==> config.mk <==
export PLATFORM = sky130hd
export DESIGN_NAME = ascii_fixed_decimal_parser
export DESIGN_NICKNAME = d
export VERILOG_FILES = /design/src/rtl/afdp_pkg.sv /design/src/rtl/ascii_fixed_decimal_parser.sv /design/src/rtl/afdp_step.sv
export SDC_FILE = /design/constraint.sdc
export NUM_CORES = 1
export LEC_CHECK = 0
export ABC_AREA = 1
export BUFFER_PORTS_ARGS = -buffer_cell sky130_fd_sc_hd__buf_2
export CAP_MARGIN = 20
export CORE_ASPECT_RATIO = 1.5
export CORE_MARGIN = 5
export CORE_UTILIZATION = 55
export DETAILED_ROUTE_END_ITERATION = 7
export GPL_TIMING_DRIVEN = 1
export PLACE_DENSITY = 0.76
export SYNTH_ARGS = -nofsm -noshare
export SYNTH_HDL_FRONTEND = slang
export SYNTH_SLANG_ARGS = --single-unit
==> constraint.sdc <==
create_clock -name clk -period 3.25 [get_ports clk]
set_input_delay 0.65 -clock clk [delete_from_list [all_inputs] [get_ports clk]]
set_output_delay 0.65 -clock clk [all_outputs]
set_load 0.02 [all_outputs]
==> src/rtl/afdp_pkg.sv <==
`default_nettype none
package afdp_pkg;

  localparam logic [7:0] CH_EQ    = 8'h3D;
  localparam logic [7:0] CH_DOT   = 8'h2E;
  localparam logic [7:0] CH_BANG  = 8'h21;
  localparam logic [7:0] CH_MINUS = 8'h2D;
  localparam logic [7:0] CH_ZERO  = 8'd48;
  localparam logic [7:0] CH_NINE  = 8'd57;

  localparam int MAG_W   = 24;
  localparam int VALUE_W = 25;

  localparam logic [2:0] INT_DIGITS_MAX  = 3'd4;
  localparam logic [1:0] FRAC_DIGITS_MAX = 2'd3;

  // Parse state of the current value field.
  typedef struct packed {
    logic             in_field;
    logic             is_negative;
    logic             dot_seen;
    logic [2:0]       int_cnt;
    logic [1:0]       frac_cnt;
    logic             field_bad;
    logic [MAG_W-1:0] mag;
  } field_t;

  // What one character produces on the result side.
  typedef struct packed {
    logic                      emit;
    logic                      ok;
    logic signed [VALUE_W-1:0] value;
  } result_t;

endpackage
`default_nettype wire

==> src/rtl/ascii_fixed_decimal_parser.sv <==
`default_nettype none
// Channel  | Direction | Ports
// ---------+-----------+-----------------------------------------------
// in       | input     | in_valid, in_ready, in_rx_byte[7:0]
// out      | output    | out_valid, out_ready, out_value_milli[24:0],
//          |           | out_value_ok
//
// One character is taken per cycle; its state update and any result are
// formed in the same cycle and the result is held in the output register.
// A result appears in the cycle after the '!' (or over-long character) that
// causes it. The input stalls only while a held result is not being taken.
// Reset (rst_n low, synchronous) clears the parse state, the frame length
// and the output valid flag.
module ascii_fixed_decimal_parser #(
  parameter int MAX_FRAME = 256
) (
  input  wire logic        clk,
  input  wire logic        rst_n,
  input  wire logic        in_valid,
  output logic             in_ready,
  input  wire logic [7:0]  in_rx_byte,
  output logic             out_valid,
  input  wire logic        out_ready,
  output logic signed [24:0] out_value_milli,
  output logic             out_value_ok
);
  import afdp_pkg::*;

  localparam int FLW = $clog2(MAX_FRAME) + 1;

  field_t                    field_r, field_nxt;
  result_t                   step_res;
  logic [FLW-1:0]            frame_len_r, frame_len_nxt;
  logic [FLW-1:0]            frame_len_inc;
  logic                      frame_full;
  logic                      in_accept;
  logic                      out_valid_r;
  logic                      value_ok_r;
  logic signed [VALUE_W-1:0] value_r;

  assign in_ready      = !out_valid_r || out_ready;
  assign in_accept     = in_valid && in_ready;
  assign frame_len_inc = frame_len_r + FLW'(1);
  assign frame_full    = frame_len_inc >= FLW'(MAX_FRAME);
  assign frame_len_nxt = step_res.emit ? '0 : frame_len_inc;

  afdp_step u_step (
    .rx_byte    (in_rx_byte),
    .frame_full (frame_full),
    .cur        (field_r),
    .nxt        (field_nxt),
    .res        (step_res)
  );

  always_ff @(posedge clk) begin
    if (!rst_n) begin
      field_r     <= '0;
      frame_len_r <= '0;
      out_valid_r <= 1'b0;
    end else begin
      if (in_accept) begin
        field_r     <= field_nxt;
        frame_len_r <= frame_len_nxt;
        out_valid_r <= step_res.emit;
      end else if (out_ready) begin
        out_valid_r <= 1'b0;
      end
    end
  end

  always_ff @(posedge clk) begin
    if (in_accept && step_res.emit) begin
      value_r    <= step_res.value;
      value_ok_r <= step_res.ok;
    end
  end

  assign out_valid       = out_valid_r;
  assign out_value_milli = value_r;
  assign out_value_ok    = value_ok_r;

  a_len_in_range: assert property (@(posedge clk) disable iff (!rst_n)
    frame_len_r < FLW'(MAX_FRAME))
    else $error("frame length reached the limit without a result");

  a_bang_clears: assert property (@(posedge clk) disable iff (!rst_n)
    in_accept && (in_rx_byte == CH_BANG) |=>
      out_valid && (frame_len_r == '0) && !field_r.in_field)
    else $error("terminator did not give a result and clear the state");

  a_bad_is_zero: assert property (@(posedge clk) disable iff (!rst_n)
    out_valid && !out_value_ok |-> out_value_milli == '0)
    else $error("invalid result carries a non-zero value");

  a_digit_counts: assert property (@(posedge clk) disable iff (!rst_n)
    (field_r.int_cnt <= INT_DIGITS_MAX) && (field_r.frac_cnt <= FRAC_DIGITS_MAX))
    else $error("digit count out of range");

  a_dot_needs_int: assert property (@(posedge clk) disable iff (!rst_n)
    field_r.dot_seen |-> (field_r.int_cnt != 3'd0) && field_r.in_field)
    else $error("dot recorded without an integer digit");

endmodule
`default_nettype wire

==> src/rtl/afdp_step.sv <==
`default_nettype none
module afdp_step (
  input  wire logic [7:0]       rx_byte,
  input  wire logic             frame_full,
  input  wire afdp_pkg::field_t cur,
  output afdp_pkg::field_t      nxt,
  output afdp_pkg::result_t     res
);
  import afdp_pkg::*;

  logic [3:0]       digit_diff;
  logic [MAG_W-1:0] mag_times_ten;
  logic             field_ok;

  assign digit_diff    = rx_byte[3:0] - CH_ZERO[3:0];
  assign mag_times_ten = (cur.mag << 3) + (cur.mag << 1) + MAG_W'(digit_diff);
  assign field_ok      = cur.in_field && !cur.field_bad && (cur.int_cnt != 3'd0) &&
                         cur.dot_seen && (cur.frac_cnt == FRAC_DIGITS_MAX);

  always_comb begin
    nxt       = cur;
    res.emit  = 1'b0;
    res.ok    = 1'b0;
    res.value = '0;
    if (rx_byte == CH_BANG) begin
      res.emit = 1'b1;
      res.ok   = field_ok;
      if (field_ok) begin
        res.value = cur.is_negative ? -$signed({1'b0, cur.mag}) : $signed({1'b0, cur.mag});
      end
      nxt = '0;
    end else if (frame_full) begin
      // The frame has run to its limit without a terminator.
      res.emit = 1'b1;
      nxt      = '0;
    end else if (rx_byte == CH_EQ) begin
      nxt          = '0;
      nxt.in_field = 1'b1;
    end else if (cur.in_field && !cur.field_bad) begin
      case (rx_byte) inside
        [CH_ZERO:CH_NINE]: begin
          if (!cur.dot_seen) begin
            if (cur.int_cnt >= INT_DIGITS_MAX) begin
              nxt.field_bad = 1'b1;
            end else begin
              nxt.int_cnt = cur.int_cnt + 3'd1;
              nxt.mag     = mag_times_ten;
            end
          end else begin
            if (cur.frac_cnt >= FRAC_DIGITS_MAX) begin
              nxt.field_bad = 1'b1;
            end else begin
              nxt.frac_cnt = cur.frac_cnt + 2'd1;
              nxt.mag      = mag_times_ten;
            end
          end
        end
        CH_DOT: begin
          if (cur.dot_seen || (cur.int_cnt == 3'd0)) begin
            nxt.field_bad = 1'b1;
          end else begin
            nxt.dot_seen = 1'b1;
          end
        end
        CH_MINUS: begin
          if (!cur.is_negative && !cur.dot_seen && (cur.int_cnt == 3'd0)) begin
            nxt.is_negative = 1'b1;
          end else begin
            nxt.field_bad = 1'b1;
          end
        end
        default: begin
          nxt.field_bad = 1'b1;
        end
      endcase
    end
  end

endmodule
`default_nettype wire

==> results of run 1 <==
stage by stage:
step | cell area (um2) | power [mW] | std cells | worst slack (ns)
finish | 5850 | 2.03 | 906 | 0.563
global route | 5850 | 2.09 | 906 | 0.313
CTS | 5850 | 2.05 | 906 | 0.590
detailed placement | 5530 | 0.975 | 890 | 0.319
global placement | 5530 | 0.973 | 890 | 0.328
floorplan | 5250 | 0.955 | 748 | 0.606
layer usage:
metal | share of wire (%) | GRT usage, %
met1 | 36 | 24.5
met2 | 55 | 46.5
met5 | 0 | 0
met4 | 5.3 | 16.8
met3 | 4.1 | 3.02
worst min path at each step:
stage | start | endpoint | cells past startpoint
after floorplan | field_r[26]$_SDFFE_PN0P_ | field_r[26]$_SDFFE_PN0P_ | 2
final | field_r[26]$_SDFFE_PN0P_ | field_r[26]$_SDFFE_PN0P_ | 2
after CTS | field_r[26]$_SDFFE_PN0P_ | field_r[26]$_SDFFE_PN0P_ | 2
after global placement | field_r[26]$_SDFFE_PN0P_ | field_r[26]$_SDFFE_PN0P_ | 2
after global routing | field_r[26]$_SDFFE_PN0P_ | field_r[26]$_SDFFE_PN0P_ | 2
after detailed placement | field_r[26]$_SDFFE_PN0P_ | field_r[26]$_SDFFE_PN0P_ | 2
placed cells by master (no fill, tap or decap), types with 8 or more instances in the layout:
cell type / Yosys / final
a21oi_1: 64 / 64
a21oi_2: 10 / 10
buf_2: 2 / 39
clkbuf_16: 0 / 9
dfxtp_1: 43 / 43
edfxtp_1: 26 / 26
ha_1: 47 / 47
inv_1: 102 / 102
nand2_1: 181 / 181
nand2_2: 12 / 12
nand3_1: 36 / 36
nand4_1: 15 / 15
nor2_1: 94 / 94
nor3_1: 16 / 16
o21a_1: 8 / 8
o21ai_0: 24 / 24
xor2_1: 11 / 11
where the power goes:
part | internal, mW | switching (mW) | total (mW)
registers | 0.894 | 0.00272 | 0.896
clock network | 0.674 | 0.403 | 1.08
logic | 0.0196 | 0.0416 | 0.0612
total | 1.59 | 0.447 | 2.03
worst reg2reg max path: cells and delay by family (launching register included):
kind | cells | cell delay, ns
simple gates | 13 | 1.00
fa+ha+maj | 2 | 0.97
flops | 1 | 0.45
buf+inv | 2 | 0.19
final cells by class:
| class | count | area share [%] |
|---|---|---|
| flip-flops and latches | 69 | 28.0 |
| well taps | 112 | 2.39 |
| multi-input cells | 563 | 53.6 |
| clock buffers | 9 | 3.85 |
| inverters | 103 | 6.61 |
| clock inverters | 7 | 1.67 |
| repair buffers | 43 | 3.85 |
cell families (layout without fill, tap and decap cells):
group / Yosys count / in the layout / share of synthesized area [%]
compound gates: 112 / 112 / 12.3
xor+xnor: 17 / 17 / 2.84
simple gates: 385 / 385 / 32.6
flops: 69 / 69 / 31.3
fa+ha+maj: 49 / 49 / 12.0
buf+inv: 116 / 162 / 9.01
state kept, by name (all words and copies together), names as in the netlist:
| signal | count |
|---|---|
| field_r | 33 |
| frame_len_r | 9 |
| out_valid | 1 |
| out_value_milli | 25 |
| out_value_ok | 1 |
==> results.cfg, run 1 <==
[worst_hold_path]
hp-class = flop to flop

[sta]
rsz0062_at_grt = no
hold_viol_final = 0
worst_pin_slew_ns = 0.502
finalSetupViolCount = 0
min_period_ns = 2.69
tns_ns = 0
maxSlewViolCount = 0
clock-skew-final_ns = 0.0106
fmax_mhz = 372
hold_slack_ns = 0.475
slew_headroom_pct = 66.4
period_share_pct = 82.7

[detailed_routing]
drc_errors = 0
dr.first_iter.drc_count = 318
dr.pass1.iters = 5
ant_nets = 0
viasPerCell = 5.63
wl_per_cell_um = 15.7
vias = 5099
drt-total-wl_mm = 14.2

[yosys]
synth_flop_cell = dfxtp_1
synth.area.top_cells = dfxtp_1 16%, edfxtp_1 15%, nand2_1 13%, ha_1 11%, inv_1 7.3%
synth_area_per_cell_um2 = 7.02
ys_ff_latch = 69
synth.largest_area_cell = dfxtp_1
synth_area_um2 = 5250
synth_edf_count = 26
async_flop_share_pct = 0
yosysMostFrequentCell = nand2_1
synth_warnings = 0
yosys.area.top_type_share_pct = 16.4
syn_inst = 748
synth_common_cells = 181 x nand2_1, 102 x inv_1, 94 x nor2_1
synth.net_count = 809
synth_cell_types = 38
ys_seq_area_share_pct = 31.3

[global_routing]
grt_pass1_vias = 5012
antenna_found_initial = 0
track_usage_pct = 24.4
grt_max_degree = 27
grt_pass1_wl_mm = 22.9
overflow = 0

[floorplan]
die_w_um = 89.8
die_h_um = 130
die_area_um2 = 11600
io_pins = 40
placementRows = 43
initial_core_util_pct = 56.4
core_area_um2 = 9310

[run]
cap_violations = 0

[critical_path]
path_buf_inv = 2
slowest_stage = fa_1
r2r_end = field_r[16]$_SDFFE_PN0P_
path_class = flop to flop
reg2regPathDepth = 17
cpPeakStageDelay_ns = 0.51
crit_top_cell = nand2_1
cp.depth = 17
end_kind = flop
crit_path_cell_trace = inv_1 > fa_1 > inv_1 > fa_1 > nand2_1 > nand2_1 > nand3_1 > nand2_1 > nand2_1 > nand2_1 > nand2_1 > nand2_1 > nand2_1 > nand2_1 > nor2_1 > nor2_1 > nor2_1
worstPathArrival_ns = 2.96
ff2ff_setup_slack_ns = 0.56
critPathTopFamily = simple AND/OR/NAND/NOR gates
crit_end = field_r[16]$_SDFFE_PN0P_
critPathRequiredTime_ns = 3.52
worstPathMaxFanout = 6
cp-startpoint = field_r[2]$_SDFFE_PN0P_
cp-start-kind = flop
r2r-start = field_r[2]$_SDFFE_PN0P_

[placement]
place.detailed.hpwl_mm = 10.9
place.gp.congestion = 1.00
placement.io_buffers = 39

[clock_tree]
clockBufferDepth = 2
cts.clk_slew.worst_paths_ns = 0.06
cts.sinks = 69
cts.repair.resized = 0
cts_setup_buffers = 0
htree_levels = 3
cts-root-buf = clkbuf_16
cts_tree = built
numCtsBuffers = 9
cts_hold_buf = 0
clock_latency_ns = 0.34

[finish]
layout-drive-gt1-share_pct = 12.3
final_util_pct = 62.9
multi_input_area_um2 = 3140
layout-area-overhead-vs-synth_pct = 11.5
finalNetCount = 850
ff_latch_area_um2 = 1640
fillers = 843
diodes = 0

[power]
p_leak_nw = 2.70
ir_worst_vdd_uv = 445
power_density_nw_per_um2 = 348

[run_status]
outcome = complete, no violations
(Power assumes the default switching activity.)
==> inputs of run 2 (changes only) <==
Settings changed: PLACE_DENSITY 0.76 to 0.79.
Clock period 3.25 ns to 2.4 ns, I/O delays scaled along.
==> results.cfg, run 2 (synthesis results as in run 1) <==
[sta]
rsz0062_at_grt = yes
tns_ns = 0
fin_ws_ns = 0.108
maxSlewViolCount = 0
clock-skew-final_ns = 0.00965
fmax_mhz = 436
min_period_ns = 2.29
period_share_pct = 95.5
worst_pin_slew_ns = 0.419
slew_headroom_pct = 71.8
finalSetupViolCount = 0
hold_viol_final = 0

[placement]
dpl-instance-area_um2 = 5820
place.gp.congestion = 0.975
place.detailed.hpwl_mm = 11.9
placement.io_buffers = 39
pre_cts_slack_ns = -0.254

[critical_path]
end_kind = flop
worstPathMaxFanout = 5
crit_path_cell_trace = inv_2 > fa_1 > inv_2 > fa_2 > nand2_2 > nand2_2 > nand3_2 > nand2_4 > or2_2 > nand3_2 > nor2_1 > nand3_1 > a21oi_1
critPathRequiredTime_ns = 2.61
critPathTopFamily = adder cells
path_buf_inv = 2
cp-start-kind = flop
worstPathArrival_ns = 2.50
path_class = flop to flop
cpPeakStageDelay_ns = 0.51
slowest_stage = fa_1

[detailed_routing]
ant_nets = 0
vias = 5273
dr.first_iter.drc_count = 274
viasPerCell = 5.60
drc_errors = 0
wl_per_cell_um = 16.0
drt-total-wl_mm = 15.1
dr.pass1.iters = 7

[finish]
largest_reg_flops = 33
finalInstanceArea_um2 = 6230
diodes = 0
final_common_cell = nand2_1
fillers = 830
regMostFlops = field_r
finalNetCount = 886
layout-drive-gt1-share_pct = 20.8
layout_common_cells = 169 x nand2_1, 99 x inv_1, 91 x nor2_1
layout-area-overhead-vs-synth_pct = 18.7
final_util_pct = 67.0

[clock_tree]
clock_latency_ns = 0.34
htree_levels = 3
numCtsBuffers = 9
cts_tree = built
cts.sinks = 69
cts.clk_slew.worst_paths_ns = 0.06
clockBufferDepth = 2
cts_hold_buf = 0
cts-root-buf = clkbuf_16

[power]
p_leak_nw = 2.91
ir_worst_vdd_uv = 378
power_density_nw_per_um2 = 422
p_total_mw = 2.63

[global_routing]
grt_max_degree = 27
overflow = 0
antenna_found_initial = 0
grt_pass1_vias = 5258
grt_pass1_wl_mm = 24.5
track_usage_pct = 26.2

[floorplan]
die_h_um = 130
initial_core_util_pct = 56.4
placementRows = 43
io_pins = 40
die_area_um2 = 11600
core_area_um2 = 9310
die_w_um = 89.8

[run]
cap_violations = 0

[worst_hold_path]
hp-class = input port to flop

[run_status]
outcome = complete, no violations
run 2: changes by cell type in the layout (fill, tap and decap cells not counted), sizes merged:
cell      change
clkbuf        +1
bufinv        -1
clkinvlp      +1
buf          +36
clkinv        -1
run 2: path summary, 6_finish.rpt:
path	from	to	slack (ns)	depth (start not counted)
hold reg to reg	field_r[26]$_SDFFE_PN0P_	field_r[26]$_SDFFE_PN0P_	0.47	2
setup / recovery	field_r[2]$_SDFFE_PN0P_	field_r[10]$_SDFFE_PN0P_	0.11	13
setup reg to reg	field_r[2]$_SDFFE_PN0P_	field_r[10]$_SDFFE_PN0P_	0.11	13
hold / removal	in_rx_byte[0]	field_r[0]$_SDFFE_PN0P_	0.43	3
run 2: routing by layer:
metal	global-route usage (%)	part of all wire (%)	up-vias
met5	0	0	-
met4	17.7	6.1	0
met3	3.77	4.0	68
met2	50.9	55	181
met1	25.2	34	2424
li1	-	-	2600
run 2: worst register-to-register path: cells and delay by family, from the launching register on:
| kind | cells | cell delay [ns] |
|---|---|---|
| adders and majority gates | 2 | 0.87 |
| and+or+nand+nor | 8 | 0.79 |
| DFF | 1 | 0.33 |
| buffers and inverters | 2 | 0.11 |
| AOI/OAI and AO/OA | 1 | 0.06 |
run 2: cell type report:
cell class                      count  area, um2  area share, %
Clock buffer                       10        229           3.67
Inverter                          103        387           6.20
Timing Repair Buffer               79        520           8.35
Sequential cell                    69       1660           26.6
Multi-Input combinational cell    563       3240           51.9
Tap cell                          112        140           2.25
Clock inverter                      6       62.6           1.00
run 2: power breakdown:
group          switching [mW]  internal (mW)  total [mW]
Sequential            0.00344           1.21        1.21
Clock                   0.522          0.803        1.32
Combinational          0.0585         0.0339      0.0923
Total                   0.584           2.05        2.63
run 2: per-stage QoR:
stage | instances | hold slack, ns
after floorplan | 748 | 0.443
after global placement | 925 | 0.451
after detailed placement | 925 | 0.474
after CTS | 941 | 0.432
after global routing | 942 | 0.469
final | 942 | 0.431
run 2: what timing repair did:
item,in CTS,in global routing
endpoints found under the setup margin,1,21
gates resized for setup,1,43
endpoints found under the hold margin,0,0
buffers inserted,0,1
pin swaps,0,11
==> inputs of run 3 (changes only) <==
Settings changed: PLACE_DENSITY 0.79 to 0.81.
Clock period 2.4 ns to 2.3 ns, I/O delays scaled along.
==> results.cfg, run 3 (synthesis results as in run 1) <==
[sta]
fmax_mhz = 436
tns_ns = 0
worst_pin_slew_ns = 0.438
min_period_ns = 2.29
period_share_pct = 99.7
hold_viol_final = 0
slew_headroom_pct = 70.8
fin_ws_ns = 0.00766
rsz0062_at_grt = yes
maxSlewViolCount = 0
clock-skew-final_ns = 0.00988
hold_slack_ns = 0.404
finalSetupViolCount = 0

[finish]
finalInstanceArea_um2 = 6370
finalNetCount = 899
layout-area-overhead-vs-synth_pct = 21.3
layout_common_cells = 171 x nand2_1, 100 x inv_1, 92 x nor2_1
regMostFlops = field_r
diodes = 0
final_cells = 955
final_util_pct = 68.4
final_common_cell = nand2_1
multi_input_area_um2 = 3260
ff_latch_area_um2 = 1660
fillers = 771
layout-drive-gt1-share_pct = 21.8
largest_reg_flops = 33

[critical_path]
reg2regPathDepth = 11
worstPathArrival_ns = 2.56
worstPathMaxFanout = 3
cp-start-kind = flop
critPathRequiredTime_ns = 2.57
end_kind = flop
r2r-start = field_r[2]$_SDFFE_PN0P_
r2r_end = field_r[8]$_SDFFE_PN0P_
ff2ff_setup_slack_ns = 0.008
path_class = flop to flop

[floorplan]
die_h_um = 130
core_area_um2 = 9310
io_pins = 40
die_area_um2 = 11600
placementRows = 43
initial_core_util_pct = 56.4
die_w_um = 89.8

[detailed_routing]
vias = 5339
drc_errors = 0
dr.first_iter.drc_count = 325
viasPerCell = 5.59
ant_nets = 0
wl_per_cell_um = 15.9
dr.pass1.iters = 5
drt-total-wl_mm = 15.2

[global_routing]
antenna_found_initial = 0
track_usage_pct = 25.8
grt_pass1_wl_mm = 24.4
grt_pass1_vias = 5331
overflow = 0
grt_max_degree = 27

[worst_hold_path]
hold_end = field_r[0]$_SDFFE_PN0P_
hold_start = in_rx_byte[0]
worstHoldPathCells = 3
hp-class = input port to flop

[run_status]
outcome = complete, no violations

[placement]
pre_cts_slack_ns = -0.243
dpl-instance-area_um2 = 5930
place.detailed.hpwl_mm = 11.3
dpl.cell_count = 937
placement.io_buffers = 39
place.gp.congestion = 0.985

[run]
cap_violations = 0

[power]
ir_worst_vdd_uv = 577
p_total_mw = 2.77
p_leak_nw = 2.95
power_density_nw_per_um2 = 436

[clock_tree]
cts-root-buf = clkbuf_16
numCtsBuffers = 9
clockBufferDepth = 2
clock_latency_ns = 0.34
htree_levels = 3
cts.sinks = 69
cts_tree = built
cts_hold_buf = 0
cts.clk_slew.worst_paths_ns = 0.06
==> run 3: changes by cell type in the layout (fill, tap and decap cells not counted), moves of 2 or more <==
cell	before	now
buf_4	38	49
ha_1	46	43
ha_4	0	3
nand2_1	169	171
==> run 3: routing by layer <==
metal	vias to the layer above	global-route usage, %	wire length, um
met5	-	0	0
met4	0	16.7	861
met3	60	4.12	562
met2	183	48.1	8180
met1	2466	26.5	5570
li1	2630	-	-
==> run 3: how the worst max path moves through the flow <==
| stage | to | slack (ns) | start | depth (start not counted) |
|---|---|---|---|---|
| after detailed placement | field_r[16]$_SDFFE_PN0P_ | -0.24 | in_rx_byte[2] | 16 |
| final | field_r[8]$_SDFFE_PN0P_ | 0.008 | field_r[2]$_SDFFE_PN0P_ | 11 |
| after CTS | field_r[18]$_SDFFE_PN0P_ | 0.0003 | field_r[0]$_SDFFE_PN0P_ | 16 |
| after floorplan | field_r[10]$_SDFFE_PN0P_ | 0.002 | field_r[2]$_SDFFE_PN0P_ | 13 |
| after global placement | field_r[20]$_SDFFE_PN0P_ | -0.23 | in_rx_byte[2] | 16 |
| after global routing | field_r[18]$_SDFFE_PN0P_ | -0.17 | field_r[2]$_SDFFE_PN0P_ | 16 |
==> run 3: power by group <==
group,switching [mW],leakage [nW],total [mW],internal [mW]
clock,0.569,0.137,1.41,0.839
combinational,0.0631,2.28,0.101,0.0381
sequential,0.00368,0.536,1.27,1.26
total,0.635,2.95,2.77,2.14
==> run 3: critical path, cell delays in order (launching register included) <==
cell	delay [ns]
dfxtp_2	0.33
inv_2	0.05
fa_1	0.52
inv_2	0.06
fa_2	0.37
nand2_2	0.07
nand2_2	0.06
and2_2	0.22
a31oi_4	0.19
xnor2_1	0.14
nand2_1	0.10
a21oi_2	0.11
==> run 3: timing repair <==
item                       4_1_cts  5_1_grt
gates cloned                     0        0
buffers inserted                 0        2
gates resized for setup          5       34
pin swaps                        3       17
setup endpoints to repair        8       22
==> run 3: final cells by class <==
| class | instances | share of cell area (%) |
|---|---|---|
| Inverter | 103 | 6.07 |
| Clock buffer | 10 | 3.59 |
| Timing Repair Buffer | 92 | 9.96 |
| Tap cell | 112 | 2.20 |
| Multi-Input combinational cell | 563 | 51.2 |
| Clock inverter | 6 | 0.982 |
| Sequential cell | 69 | 26.0 |
